`src/hw/rtl/dtd_pkg.sv`:
```
// ----------------------------------------------------------------------------
// dtd_pkg
// types and constants of the disciplined tick divider
// ----------------------------------------------------------------------------
package dtd_pkg;

  localparam int unsigned RatioW = 5;
  localparam int unsigned PhaseW = 6;   // holds -1 .. 31
  localparam logic [RatioW-1:0] RatioReset = RatioW'(4);

  typedef enum logic [1:0] {
    OP_TICK      = 2'd0,
    OP_POST_DIFF = 2'd1,
    OP_POST_ADJ  = 2'd2
  } op_e;

  typedef struct packed {
    op_e                op;
    logic               jam;
    logic signed [63:0] difference;
    logic signed [15:0] adjust_amount;
  } in_item_t;

  typedef struct packed {
    logic               divided_tick;
    logic        [63:0] system_count;
    logic signed [15:0] remaining_adjust;
    logic        [31:0] ticks_since_adjust;
  } out_item_t;

  // handshake between the input stage and the update stage
  typedef struct packed {
    logic adv;
  } stage_ctrl_t;

endpackage

```
`src/hw/rtl/disciplined_tick_divider.sv`:
```
// ----------------------------------------------------------------------------
// disciplined_tick_divider
// divides second-flag ticks into a 64-bit steerable system tick count
//
//   channel  direction  handshake                 payload
//   in       to block   in_valid_i / in_ready_o   in_item_i   (in_item_t)
//   out      from block out_valid_o / out_ready_i out_item_o  (out_item_t)
//   cfg      to block   cfg_valid_i / cfg_ready_o cfg_data_i  (divide ratio)
//
// one item per cycle sustained while out_ready_i is high; an item's result passes
// through the input register, then the result register
// all counter updates for an item happen in one pass before the result reg
// reset clears the valid flags and divider state and sets the divide ratio to 4;
// the item and result data registers are not reset; no clearing pass; a stalled
// result holds the result register and then the input register, in_ready_o falls only when both are full
// ----------------------------------------------------------------------------
module disciplined_tick_divider (
  input  logic                       clk_i,
  input  logic                       rst_ni,
  input  logic                       cfg_valid_i,
  output logic                       cfg_ready_o,
  input  logic [dtd_pkg::RatioW-1:0] cfg_data_i,
  input  logic                       in_valid_i,
  output logic                       in_ready_o,
  input  dtd_pkg::in_item_t          in_item_i,
  output logic                       out_valid_o,
  input  logic                       out_ready_i,
  output dtd_pkg::out_item_t         out_item_o
);
  import dtd_pkg::*;

  stage_ctrl_t ctrl;
  logic        st_vld;
  in_item_t    st_item;

  assign cfg_ready_o = 1'b1;

  dtd_in_reg u_in_reg (
    .clk_i      (clk_i),
    .rst_ni     (rst_ni),
    .in_valid_i (in_valid_i),
    .in_ready_o (in_ready_o),
    .in_item_i  (in_item_i),
    .adv_i      (ctrl.adv),
    .vld_o      (st_vld),
    .item_o     (st_item)
  );

  dtd_core u_core (
    .clk_i       (clk_i),
    .rst_ni      (rst_ni),
    .cfg_valid_i (cfg_valid_i),
    .cfg_data_i  (cfg_data_i),
    .item_i      (st_item),
    .ctrl_o      (ctrl),
    .in_vld_i    (st_vld),
    .out_valid_o (out_valid_o),
    .out_ready_i (out_ready_i),
    .out_item_o  (out_item_o)
  );

endmodule

```
`src/hw/rtl/dtd_in_reg.sv`:
```
// ----------------------------------------------------------------------------
// dtd_in_reg
// input register stage, moves forward whenever the update stage advances
// ----------------------------------------------------------------------------
module dtd_in_reg (
  input  logic              clk_i,
  input  logic              rst_ni,
  input  logic              in_valid_i,
  output logic              in_ready_o,
  input  dtd_pkg::in_item_t in_item_i,
  input  logic              adv_i,
  output logic              vld_o,
  output dtd_pkg::in_item_t item_o
);
  import dtd_pkg::*;

  logic     vld_q, vld_d;
  in_item_t item_q;

  assign in_ready_o = !vld_q || adv_i;

  always_comb begin
    vld_d = vld_q;
    if (in_ready_o) begin
      vld_d = in_valid_i;
    end
  end

  always_ff @(posedge clk_i or negedge rst_ni) begin
    if (!rst_ni) begin
      vld_q <= 1'b0;
    end else begin
      vld_q <= vld_d;
    end
  end

  always_ff @(posedge clk_i) begin
    if (in_ready_o && in_valid_i) begin
      item_q <= in_item_i;
    end
  end

  assign vld_o  = vld_q;
  assign item_o = item_q;

endmodule

```
`src/hw/rtl/dtd_core.sv`:
```
// ----------------------------------------------------------------------------
// dtd_core
// divider state, one update per item, and the result register
// ----------------------------------------------------------------------------
module dtd_core (
  input  logic                       clk_i,
  input  logic                       rst_ni,
  input  logic                       cfg_valid_i,
  input  logic [dtd_pkg::RatioW-1:0] cfg_data_i,
  input  dtd_pkg::in_item_t          item_i,
  output dtd_pkg::stage_ctrl_t       ctrl_o,
  input  logic                       in_vld_i,
  output logic                       out_valid_o,
  input  logic                       out_ready_i,
  output dtd_pkg::out_item_t         out_item_o
);
  import dtd_pkg::*;

  logic [RatioW-1:0]        ratio_q;
  logic signed [PhaseW-1:0] phase_q, phase_d, phase_inc;
  logic signed [1:0]        offset_q, offset_d;
  logic [63:0]              tick_q, tick_d, jam_add;
  logic                     pjam_q, pjam_d;
  logic [63:0]              pdiff_q, pdiff_d;
  logic                     pflag_q, pflag_d;
  logic signed [15:0]       padj_q, padj_d, padj_kept;
  logic signed [15:0]       active_q, active_d, active_ld;
  logic [31:0]              intv_q, intv_d, intv_base;
  logic                     out_vld_q, out_vld_d;
  out_item_t                out_q, out_d;
  logic                     adv, fire, done;

  assign adv  = !out_vld_q || out_ready_i;
  assign fire = in_vld_i && adv;

  assign ctrl_o.adv = adv;

  assign phase_inc = phase_q + PhaseW'(1);
  assign done      = (item_i.op == OP_TICK) &&
                     (phase_inc >= $signed({1'b0, ratio_q}));

  // jam folds the queued difference into the same add as the tick
  assign jam_add   = pjam_q ? pdiff_q : 64'd0;
  assign padj_kept = pjam_q ? 16'sd0 : padj_q;
  assign intv_base = pjam_q ? 32'd0 : intv_q;
  assign active_ld = pflag_q ? padj_kept : active_q;

  always_comb begin
    phase_d  = phase_q;
    offset_d = offset_q;
    tick_d   = tick_q;
    pjam_d   = pjam_q;
    pdiff_d  = pdiff_q;
    pflag_d  = pflag_q;
    padj_d   = padj_q;
    active_d = active_q;
    intv_d   = intv_q;
    if (fire) begin
      case (item_i.op)
        OP_TICK: begin
          if (done) begin
            phase_d  = PhaseW'(offset_q);
            tick_d   = tick_q + jam_add + 64'd1;
            pjam_d   = 1'b0;
            pflag_d  = 1'b0;
            padj_d   = pflag_q ? 16'sd0 : padj_kept;
            intv_d   = intv_base + 32'd1;
            offset_d = 2'sd0;
            active_d = active_ld;
            // spend one adjustment tick through next cycle's phase
            if (active_ld < 0) begin
              offset_d = 2'sd1;
              active_d = active_ld + 16'sd1;
            end else if (active_ld > 0) begin
              offset_d = -2'sd1;
              active_d = active_ld - 16'sd1;
            end
          end else begin
            phase_d = phase_inc;
          end
        end
        OP_POST_DIFF: begin
          pjam_d  = item_i.jam;
          pdiff_d = item_i.difference;
        end
        OP_POST_ADJ: begin
          padj_d  = item_i.adjust_amount;
          pflag_d = 1'b1;
        end
        default: begin
        end
      endcase
    end
  end

  always_comb begin
    out_vld_d = out_vld_q;
    out_d     = out_q;
    if (adv) begin
      out_vld_d = in_vld_i;
    end
    if (fire) begin
      out_d.divided_tick       = done;
      out_d.system_count       = tick_d;
      out_d.remaining_adjust   = active_d;
      out_d.ticks_since_adjust = intv_d;
    end
  end

  always_ff @(posedge clk_i or negedge rst_ni) begin
    if (!rst_ni) begin
      ratio_q   <= RatioReset;
      phase_q   <= '0;
      offset_q  <= '0;
      tick_q    <= '0;
      pjam_q    <= 1'b0;
      pdiff_q   <= '0;
      pflag_q   <= 1'b0;
      padj_q    <= '0;
      active_q  <= '0;
      intv_q    <= '0;
      out_vld_q <= 1'b0;
    end else begin
      if (cfg_valid_i) begin
        ratio_q <= cfg_data_i;
      end
      phase_q   <= phase_d;
      offset_q  <= offset_d;
      tick_q    <= tick_d;
      pjam_q    <= pjam_d;
      pdiff_q   <= pdiff_d;
      pflag_q   <= pflag_d;
      padj_q    <= padj_d;
      active_q  <= active_d;
      intv_q    <= intv_d;
      out_vld_q <= out_vld_d;
    end
  end

  always_ff @(posedge clk_i) begin
    out_q <= out_d;
  end

  assign out_valid_o = out_vld_q;
  assign out_item_o  = out_q;

endmodule

```
`config.mk`:
```
export PLATFORM = sky130hd
export DESIGN_NAME = disciplined_tick_divider
export DESIGN_NICKNAME = d
export VERILOG_FILES = /design/src/hw/rtl/dtd_pkg.sv /design/src/hw/rtl/disciplined_tick_divider.sv /design/src/hw/rtl/dtd_in_reg.sv /design/src/hw/rtl/dtd_core.sv
export SDC_FILE = /design/constraint.sdc
export NUM_CORES = 1
export LEC_CHECK = 0
export BUFFER_PORTS_ARGS = -buffer_cell sky130_fd_sc_hd__buf_2
export CORE_MARGIN = 5
export CORE_UTILIZATION = 53
export CTS_CLUSTER_DIAMETER = 100
export DETAILED_ROUTE_END_ITERATION = 8
export GPL_TIMING_DRIVEN = 0
export PLACE_DENSITY = 0.76
export SYNTH_ARGS = -nofsm -noshare
export SYNTH_HDL_FRONTEND = slang
export SYNTH_SLANG_ARGS = --single-unit
export TNS_END_PERCENT = 50
```
`constraint.sdc`:
```
create_clock -name clk_i -period 4 [get_ports clk_i]
set_input_delay 1.2 -clock clk_i [delete_from_list [all_inputs] [get_ports clk_i]]
set_output_delay 1.2 -clock clk_i [all_outputs]
set_load 0.01 [all_outputs]
```
# Word-level counts from Yosys, hierarchy flattened
# Cells that the tools add are included.
[word_totals] regBits=405 in_bits=93 out_inout_bits=116 word_cells=71
[classes] addsub=6 n_lt_le_gt_ge=3 eq_ne=3 mux=24 n_reduce_logical=15
[op_table] op="two-way mux 64 bit" count=4
[op_table] op="two-way mux 16 bit" count=9
[op_table] op="two-way mux 32 bit" count=4
[op_table] op="adder 64 x 1 -> 64 bit, second input constant" count=1
[op_table] op="adder 64 bit" count=1
[op_table] op="adder 32 x 1 -> 32 bit, second input constant" count=1
[op_table] op="one-hot mux 16 bit (2 select lines)" count=1
[op_table] op="adder 16 x 2 -> 16 bit, second input constant" count=1
[op_table] op="greater-than comparator 16 x 1 -> 1 bit, second input constant" count=1
[op_table] op="less-than comparator 16 x 1 -> 1 bit, second input constant" count=1
[op_table] op="subtractor 16 x 2 -> 16 bit, second input constant" count=1
[op_table] op="AND reduction 3 bit" count=3
[op_table] op="adder 6 x 2 -> 6 bit, second input constant" count=1
[op_table] op=">= comparator 6 bit" count=1
[op_table] op="two-way mux 6 bit" count=1
[op_table] op="two-way mux 2 bit" count=2
[op_table] op="one-hot mux 1 bit (2 select lines)" count=2
[op_table] op="AND reduction 2 bit" count=2
[op_table] op="nonzero test 2 bit" count=2
[op_table] op="logical AND 1 bit" count=3
[op_table] op="== test 2 x 1 -> 1 bit, second input constant" count=1
[op_table] op="== test 2 bit, second input constant" count=1
[op_table] op="zero test 1 bit" count=2
[op_table] op="zero test 2 bit" count=1
[op_table] op="3 further kinds" count=4

# Depth between registers and ports, before layout
[logic_depth] ltp_word=8 ltp_mapped=18

# By module
# A second synthesis with hierarchy kept.
[hier_totals] hier_cells=1682 area_unflattened_um2=19476.2
[by_module_without_submodules] module="dtd_core" n_inst=1 cells_each=1593 area_per_inst_um2=16918.7
[by_module_without_submodules] module="dtd_in_reg" n_inst=1 cells_each=87 area_per_inst_um2=2546.2
[by_module_without_submodules] module="disciplined_tick_divider" n_inst=1 cells_each=2 area_per_inst_um2=11.3

# Least setup slack after synthesis
# Ideal clock, no wire load.
[synth_timing] path_kind="reg-to-reg" from="reg u_core.pjam_q" to="reg u_core.out_q, in the netlist u_core.out_item_o[102] (data pin)" arrival_time_ns=3.944 path_slack_ns=-0.207 path_stages_with_launch=17 cell_sequence="dfrtp_1 -> buf_2 -> buf_1 -> clkbuf_1 -> clkbuf_1 -> and2_1 -> ha_1 -> a21o_1 -> a221oi_1 -> or3_1 -> a31oi_1 -> a211oi_1 -> nor2_1 -> a31oi_1 -> o21ai_1 -> mux2i_1 -> a211o_1"
[synth_via] elab_chain_len=6
[synth_lines] element="start: declaration" line_no="dtd_core.sv:23" source="logic pjam_q, pjam_d;"
[synth_lines] element="start signal: assignment" line_no="dtd_core.sv:130" source="pjam_q <= pjam_d;"
[synth_lines] element="two-way mux 64 bit" line_no="dtd_core.sv:43" source="assign jam_add = pjam_q ? pdiff_q : 64'd0;"
[synth_lines] element="adder 64 bit" line_no="dtd_core.sv:63" source="tick_d = tick_q + jam_add + 64'd1;"
[synth_lines] element="adder 64 x 1 -> 64 bit" line_no="dtd_core.sv:63"
[synth_lines] element="two-way mux 64 bit" line_no="dtd_core.sv:61" source="if (done) begin"
[synth_lines] element="two-way mux 64 bit" line_no="dtd_core.sv:59" source="case (item_i.op)"
[synth_lines] element="two-way mux 64 bit" line_no="dtd_core.sv:58" source="if (fire) begin"
[synth_lines] element="via u_core.tick_d[54]" line_no="dtd_core.sv:22" source="logic [63:0] tick_q, tick_d, jam_add;"
[synth_lines] element="end signal: assignment" line_no="dtd_core.sv:141" source="out_q <= out_d;"
[synth_lines] element="end: declaration" line_no="dtd_core.sv:30" source="out_item_t out_q, out_d;"
# The timed path passes the listed nets, and every way through them passes these cells.
# A chain may end at the register's enable or synchronous reset.

# Final worst setup path
[layout_timing] from="reg u_core.phase_q[0]" to="reg u_core.out_q, in the netlist u_core.out_item_o[53] (data pin)"
[layout_via] elab_chain_len=6
[layout_lines] element="start: declaration" line_no="dtd_core.sv:20" source="logic signed [PhaseW-1:0] phase_q, phase_d, phase_inc;"
[layout_lines] element="start signal: assignment" line_no="dtd_core.sv:127" source="phase_q <= phase_d;"
[layout_lines] element="adder 6 x 2 -> 6 bit" line_no="dtd_core.sv:38" source="assign phase_inc = phase_q + PhaseW'(1);"
[layout_lines] element=">= comparator 6 bit" line_no="dtd_core.sv:40" source="(phase_inc >= $signed({1'b0, ratio_q}));"
[layout_lines] element="logical AND 1 bit" line_no="dtd_core.sv:39" source="assign done = (item_i.op == OP_TICK) &&"
[layout_lines] element="two-way mux 64 bit" line_no="dtd_core.sv:61"
[layout_lines] element="two-way mux 64 bit" line_no="dtd_core.sv:59"
[layout_lines] element="two-way mux 64 bit" line_no="dtd_core.sv:58"
[layout_lines] element="via u_core.tick_d[5]" line_no="dtd_core.sv:22"
# The timed path passes the listed nets, and every way through them passes these cells.

==> impl_summary.txt <==
----------------------------------------------------
[Flow run]
  Max-cap violations ... 0

[Detailed routing]
  DRT met1 WL ... 21.3 mm
  Via count ... 14,300
  Average via count per standard cell ... 5.81
  Number of DRC markers in iteration 0 ... 1,030
  # DRC ... 0
  Wire per inst ... 19.9 um
  Max layer used ... met4
  Detailed Routing Iterations Pass 1 ... 6
  Count of nets left with antenna violations after detail routing ... 0
  Routed length on met2 ... 23.7 mm
  Met3 wire length ... 2.77 mm
  Drt total wl ... 49.1 mm

[Synthesis]
  Synth Net Count ... 1,859
  Most area-hungry cell type in the Yosys netlist ... edfxtp_1
  Post-synthesis cell area ... 0.0194 sq mm
  Share of flip-flops with an asynchronous set or reset ... 51.6%
  Part of the Yosys area used for sequential elements ... 57.4%
  Area share of the largest cell type after synthesis ... 30.4%
  Average instance area after synthesis ... 11.4 sq um
  Number of flops mapped to enable cells by yosys ... 196
  Flop and latch count out of synthesis ... 405
  Cells after synthesis ... 1,693
  Number of warnings issued by yosys ... 0
  Primary FF master, synth ... dfrtp_1
  Largest cells by area after synthesis ... edfxtp_1 30%, dfrtp_1 27%, ha_1 4.7%
  Unique cell type count in the Yosys netlist ... 78

[STA]
  RSZ-0062 raised after global routing ... false
  Final-report hold violation count ... 0
  Hold Worst Slack ... 0.473 ns
  Setup violators final ... 0
  Remaining max-slew budget at the tightest pin ... 37.2%
  Post-route clock skew ... 0.0316 ns
  Time the worst path needs with I/O delays and setup ... 3.85 ns
  Count of final max-slew check failures ... 0
  Minimum setup slack in the final design ... 0.150 ns
  Post-route setup TNS ... 0 ns
  Slew @ Worst Pin ... 0.941 ns
  Part of the cycle the worst path needs ... 96.3%
  Top achievable clock speed ... 0.260 GHz

[Clock network]
  Maximum clock path buffer count ... 3
  Level count of the clock H-tree ... 2
  Hold Buf Count CTS ... 0
  Clock slew at the register clock pins of the worst setup and hold paths ... 0.06 ns
  Cts bufs inserted ... 41
  Clock sink count ... 405
  TritonCTS clock tree ... built
  Root buffer selected by CTS ... clkbuf_16
  Clock latency on the worst-skew pair ... 0.57 ns

[Placed design]
  Post-place instance area ... 0.0211 sq mm
  Placed wire-length estimate after detailed placement ... 33.8 mm
  Worst slack, placed ... -1.81 ns
  Final Wtd Congestion ... 0.922
  Count of buffers from port buffering ... 206

[Cells and area]
  Post-route cell area ... 0.0234 sq mm
  Sequential cell area ... 0.0111 sq mm
  Commonest non-fill, non-tap cell in the layout ... buf_2
  Filler Cell Count ... 2,735
  Number of inserted diodes ... 0
  Leading cell types in the layout, fill and taps excluded ... 220 x buf_2, 207 x dfrtp_1, 196 x edfxtp_1
  Multi-input logic area ... 0.00844 sq mm
  Layout cell share with drive strength beyond 1 ... 25.8%
  Net count, final ... 2,130
  Layout overhead on the synthesized area ... 21.0%

[Worst hold path]
  Path class of the lowest-slack min-delay path ... flop to flop

[Critical path]
  Crit path DAT ... 4.16 ns
  CP top delay family ... buffers and inverters
  Critical-path cell list ... ha_1 -> ha_1 -> a21o_1 -> a21o_1 -> a21o_1 -> a21o_1 -> nand3_2 -> clkbuf_2 -> clkbuf_2 -> buf_2 -> clkbuf_2 -> nand2_1 -> o21ai_0
  Highest-delay cell along the critical path ... dfrtp_1
  Buffers & Inverters on Critical Path ... 4
  Slowest cell delay on critical path ... 0.44 ns
  CP Launch Type ... flop
  Critical path endpoint category ... flop
  Critical-path maximum fanout ... 10
  Worst path required time ... 4.31 ns
  Cell with the most instances on the worst path ... a21o_1
  Setup Crit Path Kind ... flop to flop

[GRT]
  GRT Total Usage ... 23.7%
  Pin count of the biggest net entering global routing ... 121
  Number of global-route vias before repair ... 14,600
  Overall overflow remaining after global route ... 0
  Global-route wire length before repair ... 77.8 mm
  Antenna violations before repair ... 0

[Floorplan]
  Num ports ... 209
  DIE HEIGHT ... 201 um
  Area of the core ... 0.0363 sq mm
  DIE AREA ... 0.0404 sq mm
  Number of placement rows ... 70
  Initial core utilization ... 53.2%
  Chip width ... 201 um

[Power and ir drop]
  Leak ... 9.85 nW
  Power per cell area ... 578 mW/mm^2
  Post-layout total power ... 13.5 mW
  Highest ir drop seen on vdd ... 0.400 mV

[Outcome]
  Outcome ... completed

----------------------------------------------------
==> cell families after synthesis <==
kind of cell	after synthesis	synth area share, %
AO/OA/AOI/OAI	440	14.3
XOR/XNOR	81	3.67
adder cells (fa/ha/maj)	73	4.76
buffers and inverters	115	2.38
flip-flops	405	57.4
multiplexers	74	4.26
other	1	0.0194
AND/OR/NAND/NOR	504	13.2
==> final cells by class <==
class | instances | share of cell area, %
Clock buffer | 54 | 4.90
Sequential cell | 405 | 47.5
Tap cell | 468 | 2.50
Clock inverter | 21 | 1.05
Multi-Input combinational cell | 1173 | 36.0
Buffer | 67 | 1.56
Timing Repair Buffer | 244 | 5.96
Inverter | 32 | 0.529
==> registers in the layout, summed over array words and instances, names as in the netlist <==
name and flops:
u_core.phase_q 6, u_core.offset_q 2, u_core.ratio_q 5, u_core.tick_q 64
u_core.padj_q 16, u_core.pjam_q 1, u_core.intv_q 32, u_core.out_valid_o 1
u_core.active_q 16, u_core.pflag_q 1, u_in_reg.vld_o 1, u_core.pdiff_q 64
u_in_reg.item_o 83, u_core.out_item_o 113
==> per-layer routing <==
metal / up-vias / global-route usage (%)
li1: 6767 / -
met1: 6999 / 32.0
met2: 457 / 39.9
met3: 89 / 4.37
met4: 0 / 6.42
met5: - / 0
==> stage by stage <==
stage,utilization (%),cells
floorplan,-,1693
global placement,57.7,2367
detailed placement,58.0,2371
CTS,63.5,2460
global route,64.4,2464
finish,64.4,2464
==> final timing paths <==
check,endpoint,from,slack (ns),cells past startpoint
min in group asynchronous,u_core.active_q[3]$_DFF_PN0_,rst_ni,0.74,1
min,u_core.padj_q[1]$_DFFE_PN0P_,u_in_reg.item_o[1]$_DFFE_PP_,0.47,1
max in group asynchronous,u_core.tick_q[30]$_DFF_PN0_,rst_ni,2.25,2
max,u_core.out_item_o[53]$_DFFE_PP_,u_core.phase_q[0]$_DFFE_PN0P_,0.15,13
min reg2reg,u_core.padj_q[1]$_DFFE_PN0P_,u_in_reg.item_o[1]$_DFFE_PP_,0.47,1
max reg2reg,u_core.out_item_o[53]$_DFFE_PP_,u_core.phase_q[0]$_DFFE_PN0P_,0.15,13
==> cells in the mapped netlist (14+ instances only) <==
cell      number
o21ai_1       19
nor2b_1       29
nand2b_1      16
a31oi_1       20
and2_1        71
a21o_1        51
clkbuf_1      60
a21oi_1      111
edfxtp_1     196
nand4_1       30
ha_1          72
a22o_1        21
inv_1         32
buf_2         14
and3_1        18
nor2_1        52
xnor2_1       53
nor3_1        32
nand2_1      174
dfrtp_1      208
nand3_1       36
xor2_1        28
mux2_2        67
o21ai_0      115
o21bai_1      19
==> timing repair <==
item	in CTS	in global routing
gates resized for setup	105	73
setup buffers	24	10
pin swaps	32	27
endpoints found under the setup margin	199	90
==> power by group <==
group / switching (mW) / total (mW) / internal [mW] / leakage [nW]
sequential: 0.433 / 5.66 / 5.23 / 4.57
combinational: 2.27 / 3.91 / 1.64 / 4.60
clock: 1.63 / 3.98 / 2.35 / 0.677
total: 4.33 / 13.5 / 9.21 / 9.85
Power figures use the tool's default switching activity.
